===== src/sv/assert_macros.svh =====
// Assertion macros shared by the RTL of the blit copy clipping block.
// Depends on nothing; included by files that carry concurrent assertions.
`ifndef ASSERT_MACROS_SVH
`define ASSERT_MACROS_SVH

// Implication or plain property checked on every clock edge out of reset.
`define ASSERT_CLKD(label, clk, rst_n, prop) \
    label: assert property (@(posedge clk) disable iff (!rst_n) prop) \
        else $error("assertion failed");

// Condition that must never be seen out of reset.
`define ASSERT_NEVER(label, clk, rst_n, cond) \
    label: assert property (@(posedge clk) disable iff (!rst_n) !(cond)) \
        else $error("forbidden condition seen");

`endif


===== src/sv/bcc_pkg.sv =====
// Shared constants of the blit copy clipping block.
// Depends on nothing; used by bcc_offset and blit_copy_clip_address.
`timescale 1ns / 1ps
`default_nettype none

package bcc_pkg;

    typedef logic [2:0] t_cfg_index;

    localparam t_cfg_index REG_BOUNDS_LEFT   = 3'd0;
    localparam t_cfg_index REG_BOUNDS_TOP    = 3'd1;
    localparam t_cfg_index REG_BOUNDS_SPAN_X = 3'd2;
    localparam t_cfg_index REG_BOUNDS_SPAN_Y = 3'd3;
    localparam t_cfg_index REG_ROW_STRIDE    = 3'd4;
    localparam t_cfg_index REG_SURFACE_READY = 3'd5;

    localparam int STAGES      = 7;
    localparam int OFFSET_BITS = 32;

    typedef logic [OFFSET_BITS-1:0] t_offset;

endpackage

`default_nettype wire


===== src/sv/bcc_src_clip.sv =====
// Pipeline stages one and two: clips the source rectangle to the surface bounds
// and moves the destination corner along. Depends on nothing.
`timescale 1ns / 1ps
`default_nettype none

module bcc_src_clip #(
    parameter int COORD_BITS = 16
) (
    input  wire logic                    i_clk,
    input  wire logic [1:0]              i_load,
    input  wire logic [COORD_BITS-1:0]   i_src_left,
    input  wire logic [COORD_BITS-1:0]   i_src_top,
    input  wire logic [COORD_BITS-1:0]   i_src_span_x,
    input  wire logic [COORD_BITS-1:0]   i_src_span_y,
    input  wire logic [COORD_BITS-1:0]   i_dst_left,
    input  wire logic [COORD_BITS-1:0]   i_dst_top,
    input  wire logic [COORD_BITS-1:0]   i_bounds_left,
    input  wire logic [COORD_BITS-1:0]   i_bounds_top,
    input  wire logic [COORD_BITS-1:0]   i_bounds_span_x,
    input  wire logic [COORD_BITS-1:0]   i_bounds_span_y,
    input  wire logic                    i_surface_ready,
    output logic                         o_empty,
    output logic [COORD_BITS+1:0]        o_sx,
    output logic [COORD_BITS+1:0]        o_sy,
    output logic [COORD_BITS+1:0]        o_sw,
    output logic [COORD_BITS+1:0]        o_sh,
    output logic [COORD_BITS+1:0]        o_dx,
    output logic [COORD_BITS+1:0]        o_dy
);

    localparam int W = COORD_BITS + 2;

    logic [W-1:0] b_right;
    logic [W-1:0] b_bottom;
    logic [W-1:0] sx_w;
    logic [W-1:0] sy_w;
    logic [W-1:0] s_right;
    logic [W-1:0] s_bottom;
    logic         empty_in;

    logic         r1_empty;
    logic [W-1:0] r1_sx;
    logic [W-1:0] r1_sy;
    logic [W-1:0] r1_dx;
    logic [W-1:0] r1_dy;
    logic [W-1:0] r1_l;
    logic [W-1:0] r1_t;
    logic [W-1:0] r1_r;
    logic [W-1:0] r1_b;

    assign b_right  = W'(i_bounds_left) + W'(i_bounds_span_x);
    assign b_bottom = W'(i_bounds_top) + W'(i_bounds_span_y);
    assign sx_w     = W'(i_src_left);
    assign sy_w     = W'(i_src_top);
    assign s_right  = sx_w + W'(i_src_span_x);
    assign s_bottom = sy_w + W'(i_src_span_y);
    assign empty_in = !i_surface_ready || (i_bounds_span_x == '0) ||
                      (i_bounds_span_y == '0) || (i_src_span_x == '0) ||
                      (i_src_span_y == '0);

    always_ff @(posedge i_clk) begin
        if (i_load[0]) begin
            r1_empty <= empty_in;
            r1_sx    <= sx_w;
            r1_sy    <= sy_w;
            r1_dx    <= W'(i_dst_left);
            r1_dy    <= W'(i_dst_top);
            r1_l     <= (sx_w > W'(i_bounds_left)) ? sx_w : W'(i_bounds_left);
            r1_t     <= (sy_w > W'(i_bounds_top)) ? sy_w : W'(i_bounds_top);
            r1_r     <= (s_right < b_right) ? s_right : b_right;
            r1_b     <= (s_bottom < b_bottom) ? s_bottom : b_bottom;
        end
    end

    always_ff @(posedge i_clk) begin
        if (i_load[1]) begin
            o_empty <= r1_empty || (r1_r <= r1_l) || (r1_b <= r1_t);
            o_sx    <= r1_l;
            o_sy    <= r1_t;
            o_sw    <= r1_r - r1_l;
            o_sh    <= r1_b - r1_t;
            o_dx    <= r1_dx + (r1_l - r1_sx);
            o_dy    <= r1_dy + (r1_t - r1_sy);
        end
    end

endmodule

`default_nettype wire


===== src/sv/bcc_dst_clip.sv =====
// Pipeline stages three and four: trims the destination on the left and top,
// then on the right and bottom. Depends on nothing.
`timescale 1ns / 1ps
`default_nettype none

module bcc_dst_clip #(
    parameter int COORD_BITS = 16
) (
    input  wire logic                    i_clk,
    input  wire logic [1:0]              i_load,
    input  wire logic [COORD_BITS-1:0]   i_bounds_left,
    input  wire logic [COORD_BITS-1:0]   i_bounds_top,
    input  wire logic [COORD_BITS-1:0]   i_bounds_span_x,
    input  wire logic [COORD_BITS-1:0]   i_bounds_span_y,
    input  wire logic                    i_empty,
    input  wire logic [COORD_BITS+1:0]   i_sx,
    input  wire logic [COORD_BITS+1:0]   i_sy,
    input  wire logic [COORD_BITS+1:0]   i_sw,
    input  wire logic [COORD_BITS+1:0]   i_sh,
    input  wire logic [COORD_BITS+1:0]   i_dx,
    input  wire logic [COORD_BITS+1:0]   i_dy,
    output logic                         o_empty,
    output logic [COORD_BITS+1:0]        o_sx,
    output logic [COORD_BITS+1:0]        o_sy,
    output logic [COORD_BITS+1:0]        o_sw,
    output logic [COORD_BITS+1:0]        o_sh,
    output logic [COORD_BITS+1:0]        o_dx,
    output logic [COORD_BITS+1:0]        o_dy
);

    localparam int W = COORD_BITS + 2;

    logic [W-1:0] bl_w;
    logic [W-1:0] bt_w;
    logic [W-1:0] trim_x;
    logic [W-1:0] trim_y;
    logic [W-1:0] b_right;
    logic [W-1:0] b_bottom;
    logic [W-1:0] d_right;
    logic [W-1:0] d_bottom;
    logic [W-1:0] r_edge;
    logic [W-1:0] b_edge;

    logic         r3_empty;
    logic [W-1:0] r3_sx;
    logic [W-1:0] r3_sy;
    logic [W-1:0] r3_sw;
    logic [W-1:0] r3_sh;
    logic [W-1:0] r3_dx;
    logic [W-1:0] r3_dy;

    assign bl_w   = W'(i_bounds_left);
    assign bt_w   = W'(i_bounds_top);
    assign trim_x = (i_dx < bl_w) ? (bl_w - i_dx) : '0;
    assign trim_y = (i_dy < bt_w) ? (bt_w - i_dy) : '0;

    always_ff @(posedge i_clk) begin
        if (i_load[0]) begin
            r3_empty <= i_empty || (trim_x >= i_sw) || (trim_y >= i_sh);
            r3_sx    <= i_sx + trim_x;
            r3_sy    <= i_sy + trim_y;
            r3_sw    <= i_sw - trim_x;
            r3_sh    <= i_sh - trim_y;
            r3_dx    <= i_dx + trim_x;
            r3_dy    <= i_dy + trim_y;
        end
    end

    assign b_right  = bl_w + W'(i_bounds_span_x);
    assign b_bottom = bt_w + W'(i_bounds_span_y);
    assign d_right  = r3_dx + r3_sw;
    assign d_bottom = r3_dy + r3_sh;
    assign r_edge   = (d_right < b_right) ? d_right : b_right;
    assign b_edge   = (d_bottom < b_bottom) ? d_bottom : b_bottom;

    always_ff @(posedge i_clk) begin
        if (i_load[1]) begin
            o_empty <= r3_empty || (r_edge <= r3_dx) || (b_edge <= r3_dy);
            o_sx    <= r3_sx;
            o_sy    <= r3_sy;
            o_sw    <= r_edge - r3_dx;
            o_sh    <= b_edge - r3_dy;
            o_dx    <= r3_dx;
            o_dy    <= r3_dy;
        end
    end

endmodule

`default_nettype wire


===== src/sv/bcc_offset.sv =====
// Pipeline stages five to seven: local coordinates, row times stride products,
// offset sums, overlap direction and the output register. Depends on bcc_pkg.
`timescale 1ns / 1ps
`default_nettype none

module bcc_offset #(
    parameter int COORD_BITS = 16
) (
    input  wire logic                    i_clk,
    input  wire logic [2:0]              i_load,
    input  wire logic [COORD_BITS-1:0]   i_bounds_left,
    input  wire logic [COORD_BITS-1:0]   i_bounds_top,
    input  wire logic [COORD_BITS-1:0]   i_row_stride,
    input  wire logic                    i_empty,
    input  wire logic [COORD_BITS+1:0]   i_sx,
    input  wire logic [COORD_BITS+1:0]   i_sy,
    input  wire logic [COORD_BITS+1:0]   i_sw,
    input  wire logic [COORD_BITS+1:0]   i_sh,
    input  wire logic [COORD_BITS+1:0]   i_dx,
    input  wire logic [COORD_BITS+1:0]   i_dy,
    output logic                         o_nothing_to_copy,
    output logic [COORD_BITS-1:0]        o_dst_left,
    output logic [COORD_BITS-1:0]        o_dst_top,
    output logic [COORD_BITS-1:0]        o_span_x,
    output logic [COORD_BITS-1:0]        o_span_y,
    output bcc_pkg::t_offset             o_src_pixel_offset,
    output bcc_pkg::t_offset             o_dst_pixel_offset,
    output logic                         o_rows_backwards
);

    localparam int C = COORD_BITS;
    localparam int W = COORD_BITS + 2;

    logic [W-1:0] slx_w;
    logic [W-1:0] sly_w;
    logic [W-1:0] dlx_w;
    logic [W-1:0] dly_w;

    logic         r5_empty;
    logic [C-1:0] r5_dx;
    logic [C-1:0] r5_dy;
    logic [C-1:0] r5_sw;
    logic [C-1:0] r5_sh;
    logic [C-1:0] r5_slx;
    logic [C-1:0] r5_sly;
    logic [C-1:0] r5_dlx;
    logic [C-1:0] r5_dly;

    logic             r6_empty;
    logic [C-1:0]     r6_dx;
    logic [C-1:0]     r6_dy;
    logic [C-1:0]     r6_sw;
    logic [C-1:0]     r6_sh;
    logic [C-1:0]     r6_slx;
    logic [C-1:0]     r6_dlx;
    bcc_pkg::t_offset r6_src_prod;
    bcc_pkg::t_offset r6_dst_prod;
    logic             r6_backwards;

    assign slx_w = i_sx - W'(i_bounds_left);
    assign sly_w = i_sy - W'(i_bounds_top);
    assign dlx_w = i_dx - W'(i_bounds_left);
    assign dly_w = i_dy - W'(i_bounds_top);

    always_ff @(posedge i_clk) begin
        if (i_load[0]) begin
            r5_empty <= i_empty;
            r5_dx    <= i_dx[C-1:0];
            r5_dy    <= i_dy[C-1:0];
            r5_sw    <= i_sw[C-1:0];
            r5_sh    <= i_sh[C-1:0];
            r5_slx   <= slx_w[C-1:0];
            r5_sly   <= sly_w[C-1:0];
            r5_dlx   <= dlx_w[C-1:0];
            r5_dly   <= dly_w[C-1:0];
        end
    end

    always_ff @(posedge i_clk) begin
        if (i_load[1]) begin
            r6_empty     <= r5_empty;
            r6_dx        <= r5_dx;
            r6_dy        <= r5_dy;
            r6_sw        <= r5_sw;
            r6_sh        <= r5_sh;
            r6_slx       <= r5_slx;
            r6_dlx       <= r5_dlx;
            r6_src_prod  <= bcc_pkg::OFFSET_BITS'(r5_sly) *
                            bcc_pkg::OFFSET_BITS'(i_row_stride);
            r6_dst_prod  <= bcc_pkg::OFFSET_BITS'(r5_dly) *
                            bcc_pkg::OFFSET_BITS'(i_row_stride);
            r6_backwards <= (r5_dly > r5_sly) ||
                            ((r5_dly == r5_sly) && (r5_dlx > r5_slx));
        end
    end

    always_ff @(posedge i_clk) begin
        if (i_load[2]) begin
            o_nothing_to_copy <= r6_empty;
            if (r6_empty) begin
                o_dst_left         <= '0;
                o_dst_top          <= '0;
                o_span_x           <= '0;
                o_span_y           <= '0;
                o_src_pixel_offset <= '0;
                o_dst_pixel_offset <= '0;
                o_rows_backwards   <= 1'b0;
            end else begin
                o_dst_left         <= r6_dx;
                o_dst_top          <= r6_dy;
                o_span_x           <= r6_sw;
                o_span_y           <= r6_sh;
                o_src_pixel_offset <= r6_src_prod + bcc_pkg::OFFSET_BITS'(r6_slx);
                o_dst_pixel_offset <= r6_dst_prod + bcc_pkg::OFFSET_BITS'(r6_dlx);
                o_rows_backwards   <= r6_backwards;
            end
        end
    end

endmodule

`default_nettype wire


===== src/sv/blit_copy_clip_address.sv =====
// Blit copy clipping front end: seven register stages; each input transaction
// accepted at a clock edge passes through all of them to the output port.
// Throughput is one transaction per cycle while the output is not stalled; a stall
// holds each valid stage whose successor is still full, while empty stages ahead of it keep filling.
// Synchronous active-low reset clears the valid bits and the surface registers.
// Depends on bcc_pkg, bcc_src_clip, bcc_dst_clip, bcc_offset, assert_macros.svh.
`timescale 1ns / 1ps
`default_nettype none
`include "assert_macros.svh"

module blit_copy_clip_address #(
    parameter int COORD_BITS = 16
) (
    input  wire logic                    i_clk,
    input  wire logic                    i_rst_n,
    input  wire logic                    i_cfg_we,
    input  wire bcc_pkg::t_cfg_index     i_cfg_index,
    input  wire logic [COORD_BITS-1:0]   i_cfg_data,
    input  wire logic                    i_in_valid,
    output logic                         o_in_ready,
    input  wire logic [COORD_BITS-1:0]   i_src_left,
    input  wire logic [COORD_BITS-1:0]   i_src_top,
    input  wire logic [COORD_BITS-1:0]   i_src_span_x,
    input  wire logic [COORD_BITS-1:0]   i_src_span_y,
    input  wire logic [COORD_BITS-1:0]   i_dst_left,
    input  wire logic [COORD_BITS-1:0]   i_dst_top,
    output logic                         o_out_valid,
    input  wire logic                    i_out_ready,
    output logic                         o_nothing_to_copy,
    output logic [COORD_BITS-1:0]        o_out_dst_left,
    output logic [COORD_BITS-1:0]        o_out_dst_top,
    output logic [COORD_BITS-1:0]        o_out_span_x,
    output logic [COORD_BITS-1:0]        o_out_span_y,
    output bcc_pkg::t_offset             o_src_pixel_offset,
    output bcc_pkg::t_offset             o_dst_pixel_offset,
    output logic                         o_rows_backwards
);

    localparam int NS = bcc_pkg::STAGES;
    localparam int W  = COORD_BITS + 2;

    logic [COORD_BITS-1:0] r_bounds_left;
    logic [COORD_BITS-1:0] r_bounds_top;
    logic [COORD_BITS-1:0] r_bounds_span_x;
    logic [COORD_BITS-1:0] r_bounds_span_y;
    logic [COORD_BITS-1:0] r_row_stride;
    logic                  r_surface_ready;

    logic [NS-1:0] r_valid;
    logic [NS-1:0] stage_adv;

    logic         s2_empty;
    logic [W-1:0] s2_sx;
    logic [W-1:0] s2_sy;
    logic [W-1:0] s2_sw;
    logic [W-1:0] s2_sh;
    logic [W-1:0] s2_dx;
    logic [W-1:0] s2_dy;

    logic         s4_empty;
    logic [W-1:0] s4_sx;
    logic [W-1:0] s4_sy;
    logic [W-1:0] s4_sw;
    logic [W-1:0] s4_sh;
    logic [W-1:0] s4_dx;
    logic [W-1:0] s4_dy;

    logic         result_cleared;
    logic         span_missing;

    always_ff @(posedge i_clk) begin
        if (!i_rst_n) begin
            r_bounds_left   <= '0;
            r_bounds_top    <= '0;
            r_bounds_span_x <= '0;
            r_bounds_span_y <= '0;
            r_row_stride    <= '0;
            r_surface_ready <= 1'b0;
        end else if (i_cfg_we) begin
            unique case (i_cfg_index)
                bcc_pkg::REG_BOUNDS_LEFT:   r_bounds_left   <= i_cfg_data;
                bcc_pkg::REG_BOUNDS_TOP:    r_bounds_top    <= i_cfg_data;
                bcc_pkg::REG_BOUNDS_SPAN_X: r_bounds_span_x <= i_cfg_data;
                bcc_pkg::REG_BOUNDS_SPAN_Y: r_bounds_span_y <= i_cfg_data;
                bcc_pkg::REG_ROW_STRIDE:    r_row_stride    <= i_cfg_data;
                bcc_pkg::REG_SURFACE_READY: r_surface_ready <= i_cfg_data[0];
                default: begin
                end
            endcase
        end
    end

    always_comb begin
        stage_adv[NS-1] = !r_valid[NS-1] || i_out_ready;
        for (int k = NS - 2; k >= 0; k--) begin
            stage_adv[k] = !r_valid[k] || stage_adv[k+1];
        end
    end

    always_ff @(posedge i_clk) begin
        if (!i_rst_n) begin
            r_valid <= '0;
        end else begin
            if (stage_adv[0]) begin
                r_valid[0] <= i_in_valid;
            end
            for (int k = 1; k < NS; k++) begin
                if (stage_adv[k]) begin
                    r_valid[k] <= r_valid[k-1];
                end
            end
        end
    end

    assign o_in_ready  = stage_adv[0];
    assign o_out_valid = r_valid[NS-1];

    bcc_src_clip #(
        .COORD_BITS (COORD_BITS)
    ) u_src_clip (
        .i_clk           (i_clk),
        .i_load          (stage_adv[1:0]),
        .i_src_left      (i_src_left),
        .i_src_top       (i_src_top),
        .i_src_span_x    (i_src_span_x),
        .i_src_span_y    (i_src_span_y),
        .i_dst_left      (i_dst_left),
        .i_dst_top       (i_dst_top),
        .i_bounds_left   (r_bounds_left),
        .i_bounds_top    (r_bounds_top),
        .i_bounds_span_x (r_bounds_span_x),
        .i_bounds_span_y (r_bounds_span_y),
        .i_surface_ready (r_surface_ready),
        .o_empty         (s2_empty),
        .o_sx            (s2_sx),
        .o_sy            (s2_sy),
        .o_sw            (s2_sw),
        .o_sh            (s2_sh),
        .o_dx            (s2_dx),
        .o_dy            (s2_dy)
    );

    bcc_dst_clip #(
        .COORD_BITS (COORD_BITS)
    ) u_dst_clip (
        .i_clk           (i_clk),
        .i_load          (stage_adv[3:2]),
        .i_bounds_left   (r_bounds_left),
        .i_bounds_top    (r_bounds_top),
        .i_bounds_span_x (r_bounds_span_x),
        .i_bounds_span_y (r_bounds_span_y),
        .i_empty         (s2_empty),
        .i_sx            (s2_sx),
        .i_sy            (s2_sy),
        .i_sw            (s2_sw),
        .i_sh            (s2_sh),
        .i_dx            (s2_dx),
        .i_dy            (s2_dy),
        .o_empty         (s4_empty),
        .o_sx            (s4_sx),
        .o_sy            (s4_sy),
        .o_sw            (s4_sw),
        .o_sh            (s4_sh),
        .o_dx            (s4_dx),
        .o_dy            (s4_dy)
    );

    bcc_offset #(
        .COORD_BITS (COORD_BITS)
    ) u_offset (
        .i_clk              (i_clk),
        .i_load             (stage_adv[6:4]),
        .i_bounds_left      (r_bounds_left),
        .i_bounds_top       (r_bounds_top),
        .i_row_stride       (r_row_stride),
        .i_empty            (s4_empty),
        .i_sx               (s4_sx),
        .i_sy               (s4_sy),
        .i_sw               (s4_sw),
        .i_sh               (s4_sh),
        .i_dx               (s4_dx),
        .i_dy               (s4_dy),
        .o_nothing_to_copy  (o_nothing_to_copy),
        .o_dst_left         (o_out_dst_left),
        .o_dst_top          (o_out_dst_top),
        .o_span_x           (o_out_span_x),
        .o_span_y           (o_out_span_y),
        .o_src_pixel_offset (o_src_pixel_offset),
        .o_dst_pixel_offset (o_dst_pixel_offset),
        .o_rows_backwards   (o_rows_backwards)
    );

    assign result_cleared = (o_out_span_x == '0) && (o_out_span_y == '0) &&
                            (o_src_pixel_offset == '0) && !o_rows_backwards;
    assign span_missing   = (o_out_span_x == '0) || (o_out_span_y == '0);

    `ASSERT_CLKD(a_stall_only_when_full, i_clk, i_rst_n, !o_in_ready |-> o_out_valid && !i_out_ready)
    `ASSERT_CLKD(a_empty_result_zeroed, i_clk, i_rst_n, o_out_valid && o_nothing_to_copy |-> result_cleared)
    `ASSERT_NEVER(a_copy_has_area, i_clk, i_rst_n, o_out_valid && !o_nothing_to_copy && span_missing)

endmodule

`default_nettype wire

===== config.mk =====
export PLATFORM = sky130hd
export DESIGN_NAME = blit_copy_clip_address
export DESIGN_NICKNAME = d
export VERILOG_FILES = /design/src/sv/bcc_pkg.sv /design/src/sv/bcc_src_clip.sv /design/src/sv/bcc_dst_clip.sv /design/src/sv/bcc_offset.sv /design/src/sv/blit_copy_clip_address.sv
export VERILOG_INCLUDE_DIRS = /design/src /design/src/sv
export SDC_FILE = /design/constraint.sdc
export NUM_CORES = 2
export LEC_CHECK = 0
export BUFFER_PORTS_ARGS = -buffer_cell sky130_fd_sc_hd__buf_2
export CORE_MARGIN = 4
export CORE_UTILIZATION = 50
export DETAILED_ROUTE_END_ITERATION = 6
export PLACE_DENSITY = 0.68
export SETUP_SLACK_MARGIN = 0.5
export SYNTH_ARGS = -nofsm -noshare
export SYNTH_HDL_FRONTEND = slang
export SYNTH_SLANG_ARGS = --single-unit

===== constraint.sdc =====
create_clock -name i_clk -period 16.6 [get_ports i_clk]
set_input_delay 2.49 -clock i_clk [delete_from_list [all_inputs] [get_ports i_clk]]
set_output_delay 2.49 -clock i_clk [all_outputs]
set_load 0.03 [all_outputs]

==> results.json <==
{
  "final_cell_mix": "inv_1, edfxtp_1, ha_1",
  "htree_levels": 3,
  "yosys.area.top_type": "edfxtp_1",
  "ir_drop_mv": 0.177,
  "r2r_slack_ns": 9.17,
  "die_width_um": 388,
  "path_class": "reg2reg",
  "finalPower_mw": 12.1,
  "crit_arrival_ns": 7.90,
  "num-nets-final": 8509,
  "grt_pass1_vias": 52200,
  "worstSkewPairLatency_ns": 0.76,
  "syn-instance-count": 6927,
  "hold_end": "u_offset.r6_dy[12]$_DFFE_PP_",
  "reg2reg_to": "u_dst_clip.o_sw[12]$_DFFE_PP_",
  "ctsHoldBuffers": 0,
  "cts_made_buffers": 106,
  "vias": 52400,
  "drive_above_1_share": 0.0805,
  "post-route-min-period_ns": 7.43,
  "holdPathStages": 0,
  "pre_cts_slack_ns": 9.24,
  "drc": 0,
  "synth-seq-cells": 947,
  "antenna_found_initial": 14,
  "finalMaxSlewViolations": 0,
  "viasPerCell": 5.70,
  "min_from": "u_offset.r5_dy[12]$_DFFE_PP_",
  "status": "finished clean",
  "design.core.area_um2": 143000,
  "wl_per_cell_um": 22.2,
  "design_area_um2": 79100,
  "gp_congestion": 0.956,
  "post-route-period-util": 0.448,
  "gr-total-overflow": 0,
  "min_path_type": "reg2reg",
  "first_pass_iters": 6,
  "fin_ws_ns": 9.17,
  "grt_pass1_wl_mm": 310,
  "leakagePower_nw": 35.9,
  "yosysTopAreaCellShare": 0.358,
  "finClkSkew_ns": 0.0671,
  "synthArstFlopShare": 0,
  "areaGrowthSynthToFinish_pct": 9.84,
  "cp.required_ns": 17.07,
  "setup_violations": 0,
  "critPathMaxFanout": 6,
  "clkSinkCount": 947,
  "place_inst": 8984,
  "max_freq_ghz": 0.135,
  "grt_max_degree": 84,
  "worstSetupStartpointType": "flip-flop",
  "cap_violations": 0,
  "final_core_util": 0.552,
  "syn_area_um2": 72000,
  "worstRegToRegCells": 29,
  "post_cts_buffers": 0,
  "tightest_slew_ns": 1.22,
  "ys_types": 85,
  "cp_common_cell": "a21oi_1",
  "path_clk_slew_ns": 0.06,
  "place_area_um2": 75500,
  "gr-usage-all-layers": 0.269,
  "ant_nets": 0,
  "power_density_nw_per_um2": 153,
  "rows": 139,
  "holdWs_ns": 0.374,
  "die_h_um": 388,
  "synth_area_leaders": "edfxtp_1, ha_1, fa_1",
  "dp_hpwl_mm": 160,
  "ys_seq_area_frac": 0.383,
  "hold_violations": 0,
  "drt_iter0_drc": 4453,
  "yosys_warnings": 0,
  "cts_resized": 0,
  "rsz0062_at_grt": "no",
  "final_cells": 9184,
  "wirelength_mm": 204,
  "ys.flop_type": "edfxtp_1",
  "r2r-start": "r_bounds_left[0]$_SDFFE_PN0P_",
  "portBuffers": 251,
  "synth_edf_count": 859,
  "design.die.area_um2": 150000,
  "relSlewSlack": 0.167,
  "postSynthAreaPerCell_um2": 10.4,
  "cp-end-kind": "flip-flop",
  "clock_path_buffers": 3,
  "tns_ns": 0,
  "initial_utilization": 0.503,
  "cpMaxStageDelayCell": "dfxtp_1",
  "cts-root-buf": "clkbuf_16",
  "cts_tree": "yes",
  "num_io_pins": 252,
  "crit_path_max_incr_delay_ns": 0.48,
  "final_common_cell": "inv_1"
}
state kept, by name, indices dropped and copies added (netlist names), 32 cells and up:
name	flops
u_offset.r6_dst_prod	32
u_offset.r6_src_prod	32
u_offset.o_src_pixel_offset	32
u_offset.o_dst_pixel_offset	32
cells by family (layout without fill, tap and decap cells):
kind of cell / after synthesis / after routing / synth area share
simple gates: 2004 / 2004 / 0.134
xor+xnor: 398 / 398 / 0.0484
buf+inv: 1040 / 1386 / 0.0545
flops: 947 / 947 / 0.383
mux: 101 / 101 / 0.0159
other cells: 2 / 10 / 0.000104
compound gates: 1234 / 1234 / 0.113
fa+ha+maj: 1201 / 1201 / 0.252
power breakdown:
part	total, mW	switching, mW	leakage [nW]	internal, mW
logic	5.50	3.18	23.9	2.32
registers	4.17	0.652	10.2	3.52
clock network	2.44	1.03	1.75	1.42
total	12.1	4.86	35.9	7.26
worst max-delay path by stage:
| stage | start | end | slack [ns] |
|---|---|---|---|
| after floorplan | i_out_ready | o_in_ready | 8.01 |
| after global placement | r_bounds_left[0]$_SDFFE_PN0P_ | u_dst_clip.o_sw[12]$_DFFE_PP_ | 9.28 |
| after detailed placement | r_bounds_left[0]$_SDFFE_PN0P_ | u_dst_clip.o_sw[12]$_DFFE_PP_ | 9.24 |
| after CTS | r_bounds_left[0]$_SDFFE_PN0P_ | u_dst_clip.o_sw[15]$_DFFE_PP_ | 9.17 |
| after global routing | r_bounds_left[0]$_SDFFE_PN0P_ | u_dst_clip.o_sw[12]$_DFFE_PP_ | 8.58 |
| final | r_bounds_left[0]$_SDFFE_PN0P_ | u_dst_clip.o_sw[12]$_DFFE_PP_ | 9.17 |
critical path: cells and delay by family, from the launching register on:
kind / cells / cell delay [ns]
xor+xnor: 2 / 0.40
simple gates: 3 / 0.54
compound gates: 16 / 3.58
flops: 1 / 0.48
fa+ha+maj: 5 / 1.70
mux: 1 / 0.24
buf+inv: 2 / 0.20
metal layers:
| metal | share of wire | global-route usage |
|---|---|---|
| met3 | 0.076 | 0.0450 |
| met5 | 0.00030 | 0 |
| met2 | 0.46 | 0.438 |
| met1 | 0.43 | 0.368 |
| met4 | 0.033 | 0.0861 |
synth_stat cells, drive strengths merged, types with 10 or more instances:
library cell and count:
and2 201, nand2 754, mux2i 19, edfxtp 859, or3 71, o211a 11, o211ai 34, a2111oi 18
a21oi 330, nand4 52, o31ai 26, clkbuf 137, nor4 41, a21boi 123, inv 895, nor2b 161
nand2b 62, mux2 82, xnor2 280, a211o 20, a21o 136, ha 784, a31oi 32, o21ai 228
o21bai 34, o21a 81, or2 14, fa 416, nand3 110, a211oi 58, a311oi 10, nor3 124
xor2 118, nor2 326, and4 12, dfxtp 88, and3 44
area by class of cell:
cell class	count	area, um2
inverters	895	3370
diodes	4	10.0
multi-input cells	4944	40600
clock inverters	74	865
flip-flops and latches	947	27600
clock buffers	122	2750
well taps	1903	2380
repair buffers	295	1590
fillers	12500	64200
Power figures use the tool's default switching activity.
